<file path="src/rtl/ihx_pkg.sv">
package ihx_pkg;

    localparam logic [7:0] CHAR_COLON = 8'h3A;
    localparam logic [7:0] CHAR_LF    = 8'h0A;
    localparam logic [7:0] CHAR_CR    = 8'h0D;

    localparam logic [7:0] REC_DATA    = 8'h00;
    localparam logic [7:0] REC_EXT_LIN = 8'h04;

    localparam int IN_DATA_W  = 8;
    localparam int OUT_DATA_W = 40;
    localparam int OUT_USER_W = 1;

    typedef enum logic [2:0] {
        PH_START   = 3'd0,
        PH_COUNT   = 3'd1,
        PH_ADDR_HI = 3'd2,
        PH_ADDR_LO = 3'd3,
        PH_TYPE    = 3'd4,
        PH_DATA    = 3'd5,
        PH_CSUM    = 3'd6,
        PH_TAIL    = 3'd7
    } phase_t;

    typedef enum logic [2:0] {
        ST_OK        = 3'd0,
        ST_NO_COLON  = 3'd1,
        ST_BAD_HEX   = 3'd2,
        ST_SHORT     = 3'd3,
        ST_CSUM_FAIL = 3'd4
    } status_t;

    typedef enum logic {
        KIND_DATA = 1'b0,
        KIND_END  = 1'b1
    } kind_t;

    // one result item as it leaves the parse core
    typedef struct packed {
        kind_t       kind;
        logic [15:0] byte_address;
        logic [7:0]  data_byte;
        logic [7:0]  record_type;
        status_t     status;
        logic        ignoring;
    } result_t;

    // {valid, value} of one ascii hex digit
    function automatic logic [4:0] hex_decode(input logic [7:0] c);
        logic [4:0] r;
        r = 5'd0;
        if (c >= 8'h30 && c <= 8'h39) begin
            r = {1'b1, 4'(c - 8'h30)};
        end else if (c >= 8'h41 && c <= 8'h46) begin
            r = {1'b1, 4'(c - 8'h37)};
        end else if (c >= 8'h61 && c <= 8'h66) begin
            r = {1'b1, 4'(c - 8'h57)};
        end
        return r;
    endfunction

endpackage

</file>
<file path="src/rtl/ihx_parse_core.sv">
module ihx_parse_core
    import ihx_pkg::*;
(
    input  logic        aclk,
    input  logic        aresetn,
    input  logic        step,
    input  logic [7:0]  char_in,
    output logic        res_valid,
    output result_t     res
);

    phase_t      phase_reg, phase_next;
    logic [3:0]  high_nibble_reg, high_nibble_next;
    logic        pending_reg, pending_next;
    logic [7:0]  count_reg, count_next;
    logic [15:0] addr_reg, addr_next;
    logic [7:0]  type_reg, type_next;
    logic [7:0]  seen_reg, seen_next;
    logic [7:0]  sum_reg, sum_next;
    logic        nonzero_reg, nonzero_next;
    logic        ignore_reg, ignore_next;
    status_t     err_reg, err_next;
    logic        halted_reg, halted_next;

    logic [4:0]  hex;
    logic [7:0]  byte_val;
    logic [7:0]  sum_add;
    logic [7:0]  seen_inc;
    status_t     end_status;

    assign hex      = hex_decode(char_in);
    assign byte_val = {high_nibble_reg, hex[3:0]};
    assign sum_add  = sum_reg + byte_val;
    assign seen_inc = seen_reg + 8'd1;

    always_comb begin
        if (err_reg != ST_OK) begin
            end_status = err_reg;
        end else if (phase_reg == PH_START) begin
            end_status = ST_NO_COLON;
        end else if (phase_reg != PH_TAIL) begin
            end_status = ST_SHORT;
        end else begin
            end_status = ST_OK;
        end
    end

    always_comb begin
        phase_next       = phase_reg;
        high_nibble_next = high_nibble_reg;
        pending_next     = pending_reg;
        count_next       = count_reg;
        addr_next        = addr_reg;
        type_next        = type_reg;
        seen_next        = seen_reg;
        sum_next         = sum_reg;
        nonzero_next     = nonzero_reg;
        ignore_next      = ignore_reg;
        err_next         = err_reg;
        halted_next      = halted_reg;

        res_valid        = 1'b0;
        res.kind         = KIND_DATA;
        res.byte_address = addr_reg + 16'(seen_reg);
        res.data_byte    = byte_val;
        res.record_type  = type_reg;
        res.status       = ST_OK;
        res.ignoring     = ignore_reg;

        if (step && !halted_reg && char_in != CHAR_CR) begin
            if (char_in == CHAR_LF) begin
                // end of line: report, then start a fresh line
                if (end_status == ST_OK && type_reg == REC_EXT_LIN) begin
                    ignore_next = nonzero_reg;
                end
                res_valid        = 1'b1;
                res.kind         = KIND_END;
                res.byte_address = addr_reg;
                res.data_byte    = 8'd0;
                res.status       = end_status;
                res.ignoring     = (end_status == ST_OK && type_reg == REC_EXT_LIN)
                                   ? nonzero_reg : ignore_reg;
                if (end_status != ST_OK) begin
                    halted_next = 1'b1;
                end
                phase_next       = PH_START;
                high_nibble_next = 4'd0;
                pending_next     = 1'b0;
                count_next       = 8'd0;
                addr_next        = 16'd0;
                type_next        = 8'd0;
                seen_next        = 8'd0;
                sum_next         = 8'd0;
                nonzero_next     = 1'b0;
                err_next         = ST_OK;
            end else if (err_reg == ST_OK && phase_reg != PH_TAIL) begin
                if (phase_reg == PH_START) begin
                    if (char_in == CHAR_COLON) begin
                        phase_next = PH_COUNT;
                    end else begin
                        err_next = ST_NO_COLON;
                    end
                end else if (!hex[4]) begin
                    err_next = ST_BAD_HEX;
                end else if (!pending_reg) begin
                    high_nibble_next = hex[3:0];
                    pending_next     = 1'b1;
                end else begin
                    pending_next = 1'b0;
                    case (phase_reg)
                        PH_COUNT: begin
                            count_next = byte_val;
                            sum_next   = sum_add;
                            phase_next = PH_ADDR_HI;
                        end
                        PH_ADDR_HI: begin
                            addr_next  = {byte_val, 8'd0};
                            sum_next   = sum_add;
                            phase_next = PH_ADDR_LO;
                        end
                        PH_ADDR_LO: begin
                            addr_next  = {addr_reg[15:8], byte_val};
                            sum_next   = sum_add;
                            phase_next = PH_TYPE;
                        end
                        PH_TYPE: begin
                            type_next  = byte_val;
                            sum_next   = sum_add;
                            phase_next = (count_reg == 8'd0) ? PH_CSUM : PH_DATA;
                        end
                        PH_DATA: begin
                            sum_next = sum_add;
                            if (byte_val != 8'd0) begin
                                nonzero_next = 1'b1;
                            end
                            if (type_reg == REC_DATA && !ignore_reg) begin
                                res_valid = 1'b1;
                            end
                            seen_next = seen_inc;
                            if (seen_inc == count_reg) begin
                                phase_next = PH_CSUM;
                            end
                        end
                        PH_CSUM: begin
                            if (sum_add != 8'd0) begin
                                err_next = ST_CSUM_FAIL;
                            end
                            phase_next = PH_TAIL;
                        end
                        default: begin
                            phase_next = phase_reg;
                        end
                    endcase
                end
            end
        end
    end

    always_ff @(posedge aclk) begin
        if (!aresetn) begin
            phase_reg       <= PH_START;
            high_nibble_reg <= 4'd0;
            pending_reg     <= 1'b0;
            count_reg       <= 8'd0;
            addr_reg        <= 16'd0;
            type_reg        <= 8'd0;
            seen_reg        <= 8'd0;
            sum_reg         <= 8'd0;
            nonzero_reg     <= 1'b0;
            ignore_reg      <= 1'b0;
            err_reg         <= ST_OK;
            halted_reg      <= 1'b0;
        end else begin
            phase_reg       <= phase_next;
            high_nibble_reg <= high_nibble_next;
            pending_reg     <= pending_next;
            count_reg       <= count_next;
            addr_reg        <= addr_next;
            type_reg        <= type_next;
            seen_reg        <= seen_next;
            sum_reg         <= sum_next;
            nonzero_reg     <= nonzero_next;
            ignore_reg      <= ignore_next;
            err_reg         <= err_next;
            halted_reg      <= halted_next;
        end
    end

endmodule

</file>
<file path="src/rtl/intel_hex_record_parser.sv">
// channel | dir | tdata (lsb first)                                | tuser
// s_      | in  | character[7:0]                                   | -
// m_      | out | byte_address[15:0] data_byte[23:16]              | kind[0]
//         |     | record_type[31:24] status[34:32] ignoring[35]    |
//         |     | zero[39:36]                                      |
//
// one character item per cycle while the m_ side does not stall; each character
// passes from the input register through the parse core into the result register
// at most one result item per character; cr and chars after the checksum
// give none, and after a failed line nothing is produced until reset
// aresetn is synchronous active low and clears all line and mode state
// a stalled m_ side holds the result and one more item waits in the input
// register before s_tready drops
module intel_hex_record_parser
    import ihx_pkg::*;
(
    input  logic                  aclk,
    input  logic                  aresetn,
    input  logic                  s_tvalid,
    output logic                  s_tready,
    input  logic [IN_DATA_W-1:0]  s_tdata,   // character[7:0]
    output logic                  m_tvalid,
    input  logic                  m_tready,
    output logic [OUT_DATA_W-1:0] m_tdata,   // byte_address, data_byte, record_type,
                                             // status, ignoring, zero fill
    output logic [OUT_USER_W-1:0] m_tuser    // kind
);

    logic                 in_valid_reg, in_valid_next;
    logic [7:0]           in_char_reg;
    logic                 out_valid_reg, out_valid_next;
    result_t              out_res_reg;
    logic                 advance;
    logic                 s_take;
    logic                 res_valid;
    result_t              res;

    // result register is free or being drained this cycle
    assign advance  = !out_valid_reg || m_tready;
    assign s_tready = !in_valid_reg || advance;
    assign s_take   = s_tvalid && s_tready;

    always_comb begin
        in_valid_next = in_valid_reg;
        if (s_take) begin
            in_valid_next = 1'b1;
        end else if (advance) begin
            in_valid_next = 1'b0;
        end
        out_valid_next = out_valid_reg;
        if (advance) begin
            out_valid_next = in_valid_reg && res_valid;
        end
    end

    ihx_parse_core u_core (
        .aclk      (aclk),
        .aresetn   (aresetn),
        .step      (in_valid_reg && advance),
        .char_in   (in_char_reg),
        .res_valid (res_valid),
        .res       (res)
    );

    always_ff @(posedge aclk) begin
        if (!aresetn) begin
            in_valid_reg  <= 1'b0;
            out_valid_reg <= 1'b0;
        end else begin
            in_valid_reg  <= in_valid_next;
            out_valid_reg <= out_valid_next;
        end
    end

    // payload registers, no reset
    always_ff @(posedge aclk) begin
        if (s_take) begin
            in_char_reg <= s_tdata;
        end
        if (advance && in_valid_reg && res_valid) begin
            out_res_reg <= res;
        end
    end

    assign m_tvalid = out_valid_reg;
    assign m_tdata  = {4'd0, out_res_reg.ignoring, out_res_reg.status,
                       out_res_reg.record_type, out_res_reg.data_byte,
                       out_res_reg.byte_address};
    assign m_tuser  = out_res_reg.kind;

endmodule
</file>
<file path="config.mk">
export PLATFORM = sky130hd
export DESIGN_NAME = intel_hex_record_parser
export DESIGN_NICKNAME = d
export VERILOG_FILES = /design/src/rtl/ihx_pkg.sv /design/src/rtl/ihx_parse_core.sv /design/src/rtl/intel_hex_record_parser.sv
export SDC_FILE = /design/constraint.sdc
export NUM_CORES = 1
export LEC_CHECK = 0
export BUFFER_PORTS_ARGS = -buffer_cell sky130_fd_sc_hd__clkbuf_2
export CORE_MARGIN = 8
export CORE_UTILIZATION = 59
export DETAILED_ROUTE_END_ITERATION = 8
export GPL_TIMING_DRIVEN = 0
export PLACE_DENSITY_LB_ADDON = 0.3
export SLEW_MARGIN = 20
export SYNTH_ARGS = -nofsm -noshare
export SYNTH_HDL_FRONTEND = slang
export SYNTH_HIERARCHICAL = 1
export SYNTH_SLANG_ARGS = --single-unit
</file>
<file path="constraint.sdc">
create_clock -name aclk -period 5.4 [get_ports aclk]
set_input_delay 0.54 -clock aclk [delete_from_list [all_inputs] [get_ports aclk]]
set_output_delay 0.54 -clock aclk [all_outputs]
set_load 0.1 [all_outputs]
</file>
# Word level (Yosys, flattened, before mapping)
# Index checks and enable logic that the tools add are counted.
# classes
n_addsub	6
magnitude_cmp	6
eq_ne	21
n_mux	85
n_reduce_logical	55
# op_table
op	n
8-bit two-way mux	24
16-bit two-way mux	5
3-bit two-way mux	17
6-bit AND reduction	6
16-bit case mux with 2 select lines	1
1-bit two-way mux	25
25-bit two-way mux	1
24-bit two-way mux	1
8-bit nonzero test	3
7-bit AND reduction	3
4-bit two-way mux	5
2-bit nonzero test	10
3-bit case mux with 6 select lines	1
16-bit by 8-bit adder with 16-bit output	1
8-bit by 7-bit greater-or-equal comparator with 1-bit output (second input constant)	2
8-bit by 7-bit less-or-equal comparator with 1-bit output (second input constant)	2
8-bit logical NOT	2
5-bit two-way mux	3
3-bit nonzero test	5
1-bit logical AND	12
3-bit equality test (second input constant)	3
3-bit logical NOT	3
3-bit inequality test (second input constant)	3
8-bit by 1-bit adder with 8-bit output (second input constant)	1
25 further kinds	34
# totals
reg_bits	109
in_bits	12
output_inout_bits	43
elab_cells	195

# Depth between registers and ports, before layout
# Gate-level depths: netlist of the first run.
# logic_depth
ltp_word	14
depth_mapped	15
depth_no_buf	14

# Hierarchy
# The synthesis of the first run kept the hierarchy.
# by_module_without_submodules
mod	instances	cells_per_inst	area_each_um2
ihx_parse_core	1	536	4234.1
intel_hex_record_parser	1	63	1497.7

# Worst setup path before layout of the first run
# No wires, ideal clock.
# synth_path
kind	flip-flop to flip-flop
from	register out_valid_reg (netlist: m_tvalid)
to	register out_res_reg (netlist bit m_tdata[0]), enable pin
setup_ns	0.431
t_arrival_ns	3.735
path_slack_ns	1.234
stages_incl_launch_ff	10
n_path_buf	2
synth_period_minus_slack_ns	4.166
path_cell_list	dfxtp_1 -> nand2b_4 -> and2_1 -> nand2b_1 -> or4_4 -> buf_6 -> clkbuf_1 -> a221oi_1 -> nand2_1 -> nor2_1
# synth_between
elab_chain_cells	7
# synth_rtl
element	line_no	source
from (decl)	intel_hex_record_parser.sv:31	logic out_valid_reg, out_valid_next;
from (signal assigned)	intel_hex_record_parser.sv:71	out_valid_reg <= out_valid_next;
1-bit logical NOT	intel_hex_record_parser.sv:39	assign advance = !out_valid_reg || m_tready;
1-bit logical OR	intel_hex_record_parser.sv:39	
1-bit logical AND	intel_hex_record_parser.sv:59	.step (in_valid_reg && advance),
1-bit logical AND (2 in series)	ihx_parse_core.sv:70	if (step && !halted_reg && char_in != CHAR_CR) begin
1-bit two-way mux	ihx_parse_core.sv:70	
via res_valid	intel_hex_record_parser.sv:35	logic res_valid;
1-bit logical AND	intel_hex_record_parser.sv:80	if (advance && in_valid_reg && res_valid) begin
to (signal assigned)	intel_hex_record_parser.sv:81	out_res_reg <= res;
to (decl)	intel_hex_record_parser.sv:32	result_t out_res_reg;
# The timed path passes the listed nets, and every way through them passes these cells.
# A chain may end at the register's enable or synchronous reset.

# Worst setup path in the final report of the first run
# layout_path
from	register in_char_reg[1]
to	register u_core.err_reg[2]
# layout_between
elab_chain_cells	9
elab_cells_between_ends	31
cone_classes	add/sub (4); order compare (6); eq/ne (7); mux (7); reduce/logical (7)
# layout_rtl
element	line_no	source
from (decl)	intel_hex_record_parser.sv:30	logic [7:0] in_char_reg;
from (signal assigned)	intel_hex_record_parser.sv:78	in_char_reg <= s_tdata;
8-bit by 7-bit greater-or-equal comparator with 1-bit output / 8-bit by 7-bit less-or-equal comparator with 1-bit output (equally long branches)	ihx_pkg.sv:56	end else if (c >= 8'h61 && c <= 8'h66) begin
1-bit logical AND	ihx_pkg.sv:56	
5-bit two-way mux	ihx_pkg.sv:56	
5-bit two-way mux	ihx_pkg.sv:54	end else if (c >= 8'h41 && c <= 8'h46) begin
5-bit two-way mux	ihx_pkg.sv:52	if (c >= 8'h30 && c <= 8'h39) begin
8-bit adder / 3-bit two-way mux (equally long branches)	ihx_parse_core.sv:33, ihx_parse_core.sv:103	
8-bit nonzero test / 3-bit two-way mux (equally long branches)	ihx_parse_core.sv:145, ihx_parse_core.sv:97	
4-bit inequality test (no source line) / 3-bit two-way mux (equally long branches)	n/a	
6-bit AND reduction (no source line) / 3-bit two-way mux (equally long branches)	n/a	
to (signal assigned)	ihx_parse_core.sv:184	err_reg <= err_next;
to (decl)	ihx_parse_core.sv:22	status_t err_reg, err_next;
# Several ways; a longest one is shown, not always the timed one. The select of a mux whose other input is x is not followed.

==> reports/qor.txt, run 1 <==
Multi-input logic area -> 0.00289 mm2
Maximum vdd drop -> 0.000124 V
Count leader, synth -> dfxtp_1
Reg2reg start -> in_char_reg[1]$_DFFE_PP_
Worst Reg-to-Reg Cells -> 14
Die area -> 0.0131 mm2
Hold_sp -> s_tdata[5]
Hold path depth -> 1
Drt first-iter violations -> 473
PwrDens -> 223 mW/mm2
Total CTS buffers -> 9
Final Slew Violations -> 0
Post-CTS Setup Inserts -> 0
Vias in the first global route -> 4704
Clk_lat worst skew -> 0.38 ns
Detail Route Antenna Nets -> 0
Fill count -> 791
Clock buffer depth -> 2
Unrepaired setup endpoints after global routing -> false
CP arrival -> 4.33 ns
Overflow left after global routing -> 0
IO Pins -> 55
Post-Layout Cell Count -> 802
# setup viols final -> 0
Status -> finished clean
Clk_skew -> 0.00910 ns
Buffers & Inverters on Critical Path -> 2
Total GRT Usage -> 22.2%
Seq/Total Area, Yosys -> 45.9%
Total power draw -> 1.42 mW
Routability cong. -> 0.869
Final net count -> 698
Gate power share -> 5.8%
Critical path's most frequent cell -> a21oi_1
Root buffer cell -> clkbuf_8
Worst hold endpoint -> in_char_reg[5]$_DFFE_PP_
FF/Latch Area -> 0.00263 mm2
Post-Place Cells -> 786
Flop pwr share -> 60.8%
Crit-path max FO -> 10
Cell taking the most area after synthesis -> edfxtp_1
CTS tree -> built
Clock Power Share -> 33.5%
Psw -> 355 uW
First-pass GRT wire length -> 23200 um
Final hold violations -> 0
FF+latch count, synth -> 109
Fmax -> 245 MHz
Post-synth EDFFs -> 45
Worst Tran Pin Value -> 0.829 ns
Ys async rst share -> 0%
FF-to-FF End -> u_core/err_reg[2]$_SDFFE_PN0P_
Distinct cells, synth -> 68
Max_cap viols -> 0
Post-synthesis cell area -> 0.00573 mm2
CP Capture Type -> flop
Clk sink count -> 109
Syn Inst Count -> 599
Net Sw Frac -> 25.0%
CP top delay family -> compound AO/OA/AOI/OAI gates
# hold bufs at CTS -> 0
Internal power -> 1.07 mW
DRC errors left -> 0
Clk pin slew, worst setup/hold paths -> 0.10 ns
Hpwl dp -> 10500 um
CTS resizes -> 0
Max reg flops -> 36
Synth Warn # -> 6
Instance count on the critical path -> 14
Routed vias/inst -> 6.04
Setup TNS -> 0 ns
Top post-synthesis cells by count -> 64 x dfxtp_1, 57 x nor2_1, 56 x nand2_1
CTS H-tree lvls -> 3
Initial antenna violation count -> 0
Share of layout cells above drive strength 1 -> 14.6%
Number of diodes -> 0
Core Area -> 0.00959 mm2
Leakage -> 2.46 nW
Ys flop type -> dfxtp_1
Post-layout min period -> 4.08 ns
Rows -> 36
IO Port Bufs -> 50
Critical path class -> flop to flop
Die height -> 115 um
Post-synthesis average cell area -> 9.57 um2
CP max-delay cell -> nor2_1
Largest net degree at the start of global routing -> 31
WP data required -> 5.65 ns
Final period utilization -> 75.6%
Util after Layout -> 66.4%
Top cells by area, synth -> edfxtp_1 24%, dfxtp_1 22%, ha_1 4.4%
Slew headroom -> 44.6%
Top cell type's share of synthesized area -> 23.6%
Worst path max stage delay -> 0.63 ns
Startpoint Class -> flop
R2R Setup Slk -> 1.32 ns
Die Span X -> 115 um
Drt wl/cell -> 17.7 um
Crit. Startpoint -> in_char_reg[1]$_DFFE_PP_
Initial core utilization -> 59.7%
DR vias -> 4847
Pre-antenna DRT Iters -> 5
Worst hold path type -> input pin to flop
Routed WL -> 14200 um
Area Overhead vs Synth -> 11.1%
CP Cell Sequence -> inv_1 > ha_1 > o21bai_1 > a21oi_1 > clkbuf_1 > nor2_1 > nor2_1 > ha_1 > o21ai_0 > o21bai_1 > a21oi_1 > a21oi_1 > xnor2_1 > a41oi_1
[cells by family (layout without fill, tap and decap cells)]
logic type	count (synthesis)	count (layout)	synth area share, %
xor gates and xnor gates	30	30	4.58
DFF	109	109	45.9
buffers and inverters	49	116	3.95
muxes	16	16	2.88
AOI/OAI and AO/OA	143	143	17.1
other	1	4	0.0654
and+or+nand+nor	229	229	20.4
adders and majority gates	22	22	5.06
[cell usage in the layout (no fill, tap or decap), drive strengths merged, types with 17 or more instances in the layout]
cell type / netlist / layout
dfxtp: 64 / 64
clkbuf: 13 / 73
buf: 16 / 17
o21ai: 39 / 39
edfxtp: 45 / 45
nand3: 32 / 32
a21oi: 33 / 33
inv: 20 / 24
ha: 20 / 20
nor2: 57 / 57
nand2: 56 / 56
[final cells by class]
class / count / area share (%)
repair buffers: 51 / 4.24
well taps: 133 / 2.61
inverters: 20 / 1.26
plain buffers: 29 / 2.30
clock buffers: 10 / 2.16
multi-input cells: 444 / 45.4
clock inverters: 6 / 0.688
flip-flops and latches: 109 / 41.3
[power by group through the flow]
stage                     sequential (mW)  combinational, mW  clock (mW)
final                               0.864             0.0818       0.476
after global routing                0.866             0.0878       0.511
after CTS                           0.864             0.0801       0.477
after detailed placement            0.883             0.0795           0
after global placement              0.882             0.0778           0
after floorplan                     0.881             0.0591           0
[through the flow]
step	worst slack [ns]	hold slack, ns	cell area (um2)
CTS	1.48	0.326	6370
global route	1.08	0.314	6370
detailed placement	1.54	0.449	6190
finish	1.32	0.336	6370
floorplan	1.23	0.421	5740
global placement	0.485	0.438	6160
[how the worst max path moves through the flow]
stage / to / slack (ns)
global route: u_core/err_reg[2]$_SDFFE_PN0P_ / 1.08
floorplan: m_tdata[0]$_DFFE_PP_ / 1.23
global placement: m_tdata[0]$_DFFE_PP_ / 0.49
CTS: u_core/err_reg[2]$_SDFFE_PN0P_ / 1.48
detailed placement: u_core/err_reg[2]$_SDFFE_PN0P_ / 1.54
finish: u_core/err_reg[2]$_SDFFE_PN0P_ / 1.32
[layer usage]
layer	track usage, %	share of wire (%)	wire [um]	vias to the layer above
li1	-	-	-	2310
met1	28.2	43	6140	2295
met2	36.1	47	6640	215
met3	4.38	7.7	1100	27
met4	9.32	2.5	353	0
met5	0	0	0	-
No activity file was read; power rests on OpenSTA's default activity.
==> run 2: changes to the inputs <==
CORE_UTILIZATION = 54   (was 59)
clock period = 3.6 ns   (was 5.4 ns; I/O delays follow)
==> run 2 against run 1 <==
Worst hold slack got worse by 0.19 ns. Utilization fell by 3.7 points. Via count is 1.7% higher. Clock power increased by 73%. Count of clock-buffer cells in the layout is 2 higher. Register-to-register slack got worse by 1.2 ns. Total power rose by 58%. Non-clock buffer count grew 3. Fmax grew 17%. First-iteration DRC count is 0.21% higher. Sequential share of layout area down 0.66 points. Highest routed layer unchanged.
==> reports/qor.txt, run 2 (synthesis gave the netlist of run 1 again) <==
Die area -> 0.0142 mm2 (+7.9%)
Unrepaired setup endpoints after global routing -> false
Pre-antenna DRT Iters -> 5 (unchanged)
R2R Setup Slk -> 0.12 ns (-1.20 ns)
Root buffer cell -> clkbuf_8
Drt wl/cell -> 17.8 um (+0.52%)
Share of layout cells above drive strength 1 -> 16.1% (+1.4 points)
Clock buffer depth -> 2 (unchanged)
WP data required -> 3.89 ns (-1.76 ns)
Worst path max stage delay -> 0.50 ns (-0.13 ns)
CP Capture Type -> flop
CTS tree -> built
WL met3 -> 1150 um (+4.4%)
First-pass GRT wire length -> 23600 um (+1.7%)
CP top delay family -> compound AO/OA/AOI/OAI gates
# setup viols final -> 0 (unchanged)
Slew headroom -> 44.0% (-0.57 points)
Initial core utilization -> 55.5% (-4.2 points)
Routability cong. -> 0.932 (+7.3%)
Status -> finished clean
Clk_skew -> 0.0103 ns (+0.00115 ns)
Vias in the first global route -> 4830 (+2.7%)
Worst Tran Pin Value -> 0.829 ns (-0.000468 ns)
Top Layer Used -> met4
CP max-delay cell -> edfxtp_1
Routed WL -> 14400 um (+1.3%)
Initial antenna violation count -> 0 (unchanged)
FF/Latch Area -> 0.00263 mm2 (unchanged)
CTS H-tree lvls -> 3 (unchanged)
Total CTS buffers -> 9 (unchanged)
Worst setup path end -> u_core/sum_reg[6]$_SDFFE_PN0P_
Clk sink count -> 109 (unchanged)
Leakage -> 2.50 nW (+1.7%)
FF-to-FF End -> u_core/sum_reg[6]$_SDFFE_PN0P_
Most frequent cells in the layout -> 64 x dfxtp_1, 56 x nand2_1, 55 x nor2_1
Drt first-iter violations -> 474 (+0.21%)
Crit. Startpoint -> in_char_reg[1]$_DFFE_PP_
Worst hold path type -> input pin to flop
DR vias -> 4929 (+1.7%)
Max_cap viols -> 0 (unchanged)
Reg2reg start -> in_char_reg[1]$_DFFE_PP_
Total GRT Usage -> 20.2% (-2.1 points)
Crit-path max FO -> 10 (unchanged)
Final Slew Violations -> 0 (unchanged)
PwrDens -> 348 mW/mm2 (+56%)
Worst Reg-to-Reg Cells -> 15 (+1)
Critical path class -> flop to flop
# hold bufs at CTS -> 0 (unchanged)
Util after Layout -> 62.7% (-3.7 points)
Area Overhead vs Synth -> 12.9%
Buffers & Inverters on Critical Path -> 3 (+1)
Commonest non-fill, non-tap cell in the layout -> dfxtp_1
Fmax -> 287 MHz (+17%)
Clk pin slew, worst setup/hold paths -> 0.11 ns (about the same)
Max reg flops -> 36 (unchanged)
Core Area -> 0.0103 mm2 (+7.6%)
Startpoint Class -> flop
DRC errors left -> 0 (unchanged)
Routed vias/inst -> 6.10 (+0.94%)
Overflow left after global routing -> 0 (unchanged)
Final net count -> 701 (+0.43%)
Post-layout min period -> 3.48 ns (-0.599 ns)
Number of diodes -> 0 (unchanged)
IO Pins -> 55 (unchanged)
Multi-input logic area -> 0.00292 mm2 (+0.87%)
Final period utilization -> 96.7% (+21 points)
Maximum vdd drop -> 0.000195 V (+58%)
Rows -> 37 (+2.8%)
Instance count on the critical path -> 15 (+1)
Clk_lat worst skew -> 0.37 ns (about the same)
Die height -> 119 um (+3.9%)
CP Cell Sequence -> inv_1 > ha_1 > o21bai_1 > a21oi_2 > clkbuf_4 > mux2_4 > ha_1 > inv_1 > fa_1 > nor2b_1 > nor3_1 > o21bai_1 > a21oi_1 > xor2_1 > o31ai_1
WL met2 -> 7040 um (+6.0%)
Detail Route Antenna Nets -> 0 (unchanged)
Largest net degree at the start of global routing -> 31 (unchanged)
M1 WL -> 5810 um (-5.4%)
Die Span X -> 119 um (+3.9%)
Fill count -> 852 (+7.7%)
Setup TNS -> 0 ns (unchanged)
Final hold violations -> 0 (unchanged)
IO Port Bufs -> 50 (unchanged)
CP arrival -> 3.77 ns (-0.56 ns)
Hpwl dp -> 10600 um (+1.2%)
## run 2: changes by cell type in the layout (fill, tap and decap cells not counted), sizes merged
cell,before,now
clkinvlp,0,1
clkbuf,73,75
bufinv,0,1
buf,17,20
clkinv,2,0
inv,24,22
## run 2: power by group
| group | switching (mW) | internal, mW |
|---|---|---|
| Clock | 0.431 | 0.394 |
| Combinational | 0.0935 | 0.0385 |
| Sequential | 0.00867 | 1.29 |
## run 2: worst min-delay path by stage
stage               depth (start not counted)                       startpoint                        to  slack [ns]
finish                                      1                       s_tdata[2]  in_char_reg[2]$_DFFE_PP_        0.15
global route                                1                       s_tdata[0]  in_char_reg[0]$_DFFE_PP_        0.15
CTS                                         1                       s_tdata[2]  in_char_reg[2]$_DFFE_PP_        0.14
detailed placement                          0  u_core/type_reg[5]$_SDFFE_PN0P_     m_tdata[29]$_DFFE_PP_        0.45
global placement                            0  u_core/type_reg[6]$_SDFFE_PN0P_     m_tdata[30]$_DFFE_PP_        0.44
floorplan                                   0  u_core/type_reg[6]$_SDFFE_PN0P_     m_tdata[30]$_DFFE_PP_        0.42
## run 2: stage by stage
step | area [um2] | power [mW] | setup WS, ns | instances | hold slack [ns]
2_1_floorplan | 5750 | 1.41 | 0.0407 | 602 | 0.421
3_3_place_gp | 6170 | 1.44 | -0.507 | 788 | 0.438
3_5_place_dp | 6190 | 1.44 | -0.350 | 789 | 0.445
4_1_cts | 6430 | 2.25 | 0.0752 | 806 | 0.137
5_1_grt | 6470 | 2.31 | 0.0156 | 808 | 0.146
6_report | 6470 | 2.25 | 0.119 | 808 | 0.150
## run 2: metal layers
metal,vias to the layer above,global-route usage (%)
met4,0,8.70
li1,2318,-
met5,-,0
met3,40,3.73
met2,209,34.1
met1,2362,24.6
## run 2: repair_timing
action                     in CTS  in global routing
resized for setup               3                  8
setup endpoints to repair       4                  3
buffers inserted                1                  2
pin swaps                       0                  0
## run 2: cell type report
class / count / share of cell area [%]
Buffer: 29 / 2.32
Timing Repair Buffer: 54 / 4.52
Sequential cell: 109 / 40.7
Tap cell: 136 / 2.63
Clock inverter: 4 / 0.909
Inverter: 20 / 1.30
Clock buffer: 12 / 2.57
Multi-Input combinational cell: 444 / 45.1
==> run 3: changes to the inputs <==
CORE_MARGIN = 3   (was 8)
TNS_END_PERCENT = 20   (was default)
==> run 3 against run 2 <==
First-iteration DRC count down 11%. Count of clock-buffer cells in the layout down 1. Cell count down 0.37%. Combinational power about the same. Fmax up 3.9%. Clock power down 5.1%. Design area down 0.41%. Critical path depth down 7. Routed wire length down 2.5%. Die area down 16%. Utilization up 1.5 points. Critical path type unchanged. Critical endpoint is now m_tdata[0]$_DFFE_PP_. Highest routed layer unchanged.
==> reports/qor.txt, run 3 (synthesis gave the netlist of run 1 again) <==
Max reg flops -> 36 (unchanged)
Routed vias/inst -> 5.93 (-2.8%)
Final Slew Violations -> 0 (unchanged)
Drt first-iter violations -> 422 (-11%)
Clk sink count -> 109 (unchanged)
CP arrival -> 3.42 ns (-0.35 ns)
Fmax -> 299 MHz (+3.9%)
DRC errors left -> 0 (unchanged)
Vias in the first global route -> 4526 (-6.3%)
DR vias -> 4774 (-3.1%)
Area Overhead vs Synth -> 12.4%
Initial antenna violation count -> 0 (unchanged)
Leakage -> 2.50 nW (-0.19%)
Crit-path max FO -> 30 (+20)
Maximum vdd drop -> 0.000205 V (+5.2%)
Overflow left after global routing -> 0 (unchanged)
Buffers & Inverters on Critical Path -> 3 (unchanged)
Clock buffer depth -> 2 (unchanged)
Root buffer cell -> clkbuf_8
Worst hold endpoint -> in_char_reg[5]$_DFFE_PP_
Pre-antenna DRT Iters -> 5 (unchanged)
Critical path class -> flop to flop
Clk_skew -> 0.0128 ns (+0.00253 ns)
PwrDens -> 343 mW/mm2 (-1.5%)
Status -> finished clean
Largest net degree at the start of global routing -> 31 (unchanged)
Final net count -> 701 (unchanged)
Total power draw -> 2.21 mW (-1.9%)
Commonest non-fill, non-tap cell in the layout -> dfxtp_1
Drt wl/cell -> 17.5 um (-2.1%)
CP Capture Type -> flop
Critical path's most frequent cell -> or4_4
Total CTS buffers -> 9 (unchanged)
CTS H-tree lvls -> 3 (unchanged)
Fill count -> 838 (-1.6%)
Rows -> 36 (-2.7%)
Worst path max stage delay -> 0.58 ns (+0.08 ns)
Placed inst area -> 0.00619 mm2 (about the same)
IO Port Bufs -> 50 (unchanged)
Worst Reg-to-Reg Cells -> 8 (-7)
Final hold violations -> 0 (unchanged)
Initial core utilization -> 57.1% (+1.5 points)
Reg2reg start -> in_char_reg[4]$_DFFE_PP_
Fin worst setup slack -> 0.251 ns (+0.131 ns)
Final Cell Area -> 0.00644 mm2 (-0.41%)
Routability cong. -> 0.908 (-2.5%)
CP top delay family -> simple AND/OR/NAND/NOR gates
# hold bufs at CTS -> 0 (unchanged)
Clk pin slew, worst setup/hold paths -> 0.10 ns (about the same)
Hpwl dp -> 10200 um (-3.6%)
Post-Place Cells -> 786 (-0.38%)
Startpoint Class -> flop
Post-Layout Cell Count -> 805 (-0.37%)
Most frequent cells in the layout -> 64 x dfxtp_1, 56 x nand2_1, 55 x nor2_1
FF-to-FF End -> m_tdata[0]$_DFFE_PP_
Die height -> 109 um (-8.4%)
Clk_lat worst skew -> 0.37 ns (about the same)
Number of diodes -> 0 (unchanged)
Max_cap viols -> 0 (unchanged)
Post-layout min period -> 3.35 ns (-0.131 ns)
CP Cell Sequence -> or4_4 > or4_4 > buf_6 > clkbuf_1 > a221oi_1 > nand2_1 > nor2_4 > buf_12
Detail Route Antenna Nets -> 0 (unchanged)
Instance count on the critical path -> 8 (-7)
Slew headroom -> 44.5% (+0.49 points)
Unrepaired setup endpoints after global routing -> false
Share of layout cells above drive strength 1 -> 15.9% (-0.15 points)
CTS tree -> built
R2R Setup Slk -> 0.25 ns (+0.13 ns)
Total GRT Usage -> 24.7% (+4.5 points)
Final period utilization -> 93.0% (-3.6 points)
First-pass GRT wire length -> 22700 um (-3.8%)
Die Span X -> 109 um (-8.4%)
Hold_sp -> s_tdata[5]
IO Pins -> 55 (unchanged)
Worst hold path type -> input pin to flop
CP max-delay cell -> or4_4
Hold path depth -> 1 (unchanged)
Worst Tran Pin Value -> 0.830 ns (+0.00172 ns)
# setup viols final -> 0 (unchanged)
Core Area -> 0.0100 mm2 (-2.7%)
Pre-CTS setup slack -> -0.420 ns (-0.0703 ns)
WP data required -> 3.67 ns (-0.22 ns)
Die area -> 0.0119 mm2 (-16%)
Routed WL -> 14100 um (-2.5%)
## run 3: cell count changes in the layout (fill, tap and decap cells not counted), sizes merged
cell | previous run | this run
clkinv | 0 | 2
clkbuf | 75 | 74
clkinvlp | 1 | 0
## run 3: metrics by stage
stage / hold slack [ns] / utilization, % / setup TNS, ns
2_1_floorplan: 0.421 / - / 0
3_3_place_gp: 0.441 / 61.3 / -19.11
3_5_place_dp: 0.448 / 61.6 / -1.37
4_1_cts: 0.137 / 63.9 / 0
5_1_grt: 0.137 / 64.2 / 0
6_report: 0.153 / 64.2 / 0
## run 3: where the power goes
group	switching [mW]	leakage (nW)	internal, mW
Sequential	0.00913	0.958	1.29
Clock	0.432	0.107	0.351
Combinational	0.0918	1.43	0.0380
Total	0.533	2.50	1.68
## run 3: layer usage
metal  wire length (um)  GRT usage (%)
met4                255           8.57
met2               6660           40.4
met3                749           3.85
met5                  0              0
met1               6390           33.4
## run 3: worst max path at each step
stage	startpoint	endpoint	slack (ns)
6_report	in_char_reg[4]$_DFFE_PP_	m_tdata[0]$_DFFE_PP_	0.25
5_1_grt	in_char_reg[4]$_DFFE_PP_	u_core/err_reg[2]$_SDFFE_PN0P_	0.05
4_1_cts	in_char_reg[4]$_DFFE_PP_	u_core/sum_reg[6]$_SDFFE_PN0P_	0.06
3_5_place_dp	in_char_reg[1]$_DFFE_PP_	u_core/err_reg[2]$_SDFFE_PN0P_	-0.42
3_3_place_gp	in_char_reg[4]$_DFFE_PP_	m_tdata[0]$_DFFE_PP_	-0.49
2_1_floorplan	m_tvalid$_SDFFE_PN0P_	m_tdata[0]$_DFFE_PP_	0.04
## run 3: area by class of cell
type | count | area (um2) | share of cell area (%)
multi-input cells | 444 | 2920 | 45.2
plain buffers | 29 | 150 | 2.33
repair buffers | 54 | 293 | 4.54
clock buffers | 11 | 141 | 2.19
inverters | 20 | 80.1 | 1.24
flip-flops and latches | 109 | 2630 | 40.8
clock inverters | 5 | 66.3 | 1.03
well taps | 133 | 166 | 2.58
## run 3: what timing repair did
action	4_1_cts	5_1_grt
setup buffers	1	2
pin swaps	0	2
gates resized for setup	4	7
endpoints found under the setup margin	4	2
## run 3: worst reg2reg max path, stage by stage (launching register included)
cell and delay, ns:
edfxtp_1 0.46, or4_4 0.59, or4_4 0.51, buf_6 0.17
clkbuf_1 0.26, a221oi_1 0.39, nand2_1 0.17, nor2_4 0.27
buf_12 0.24
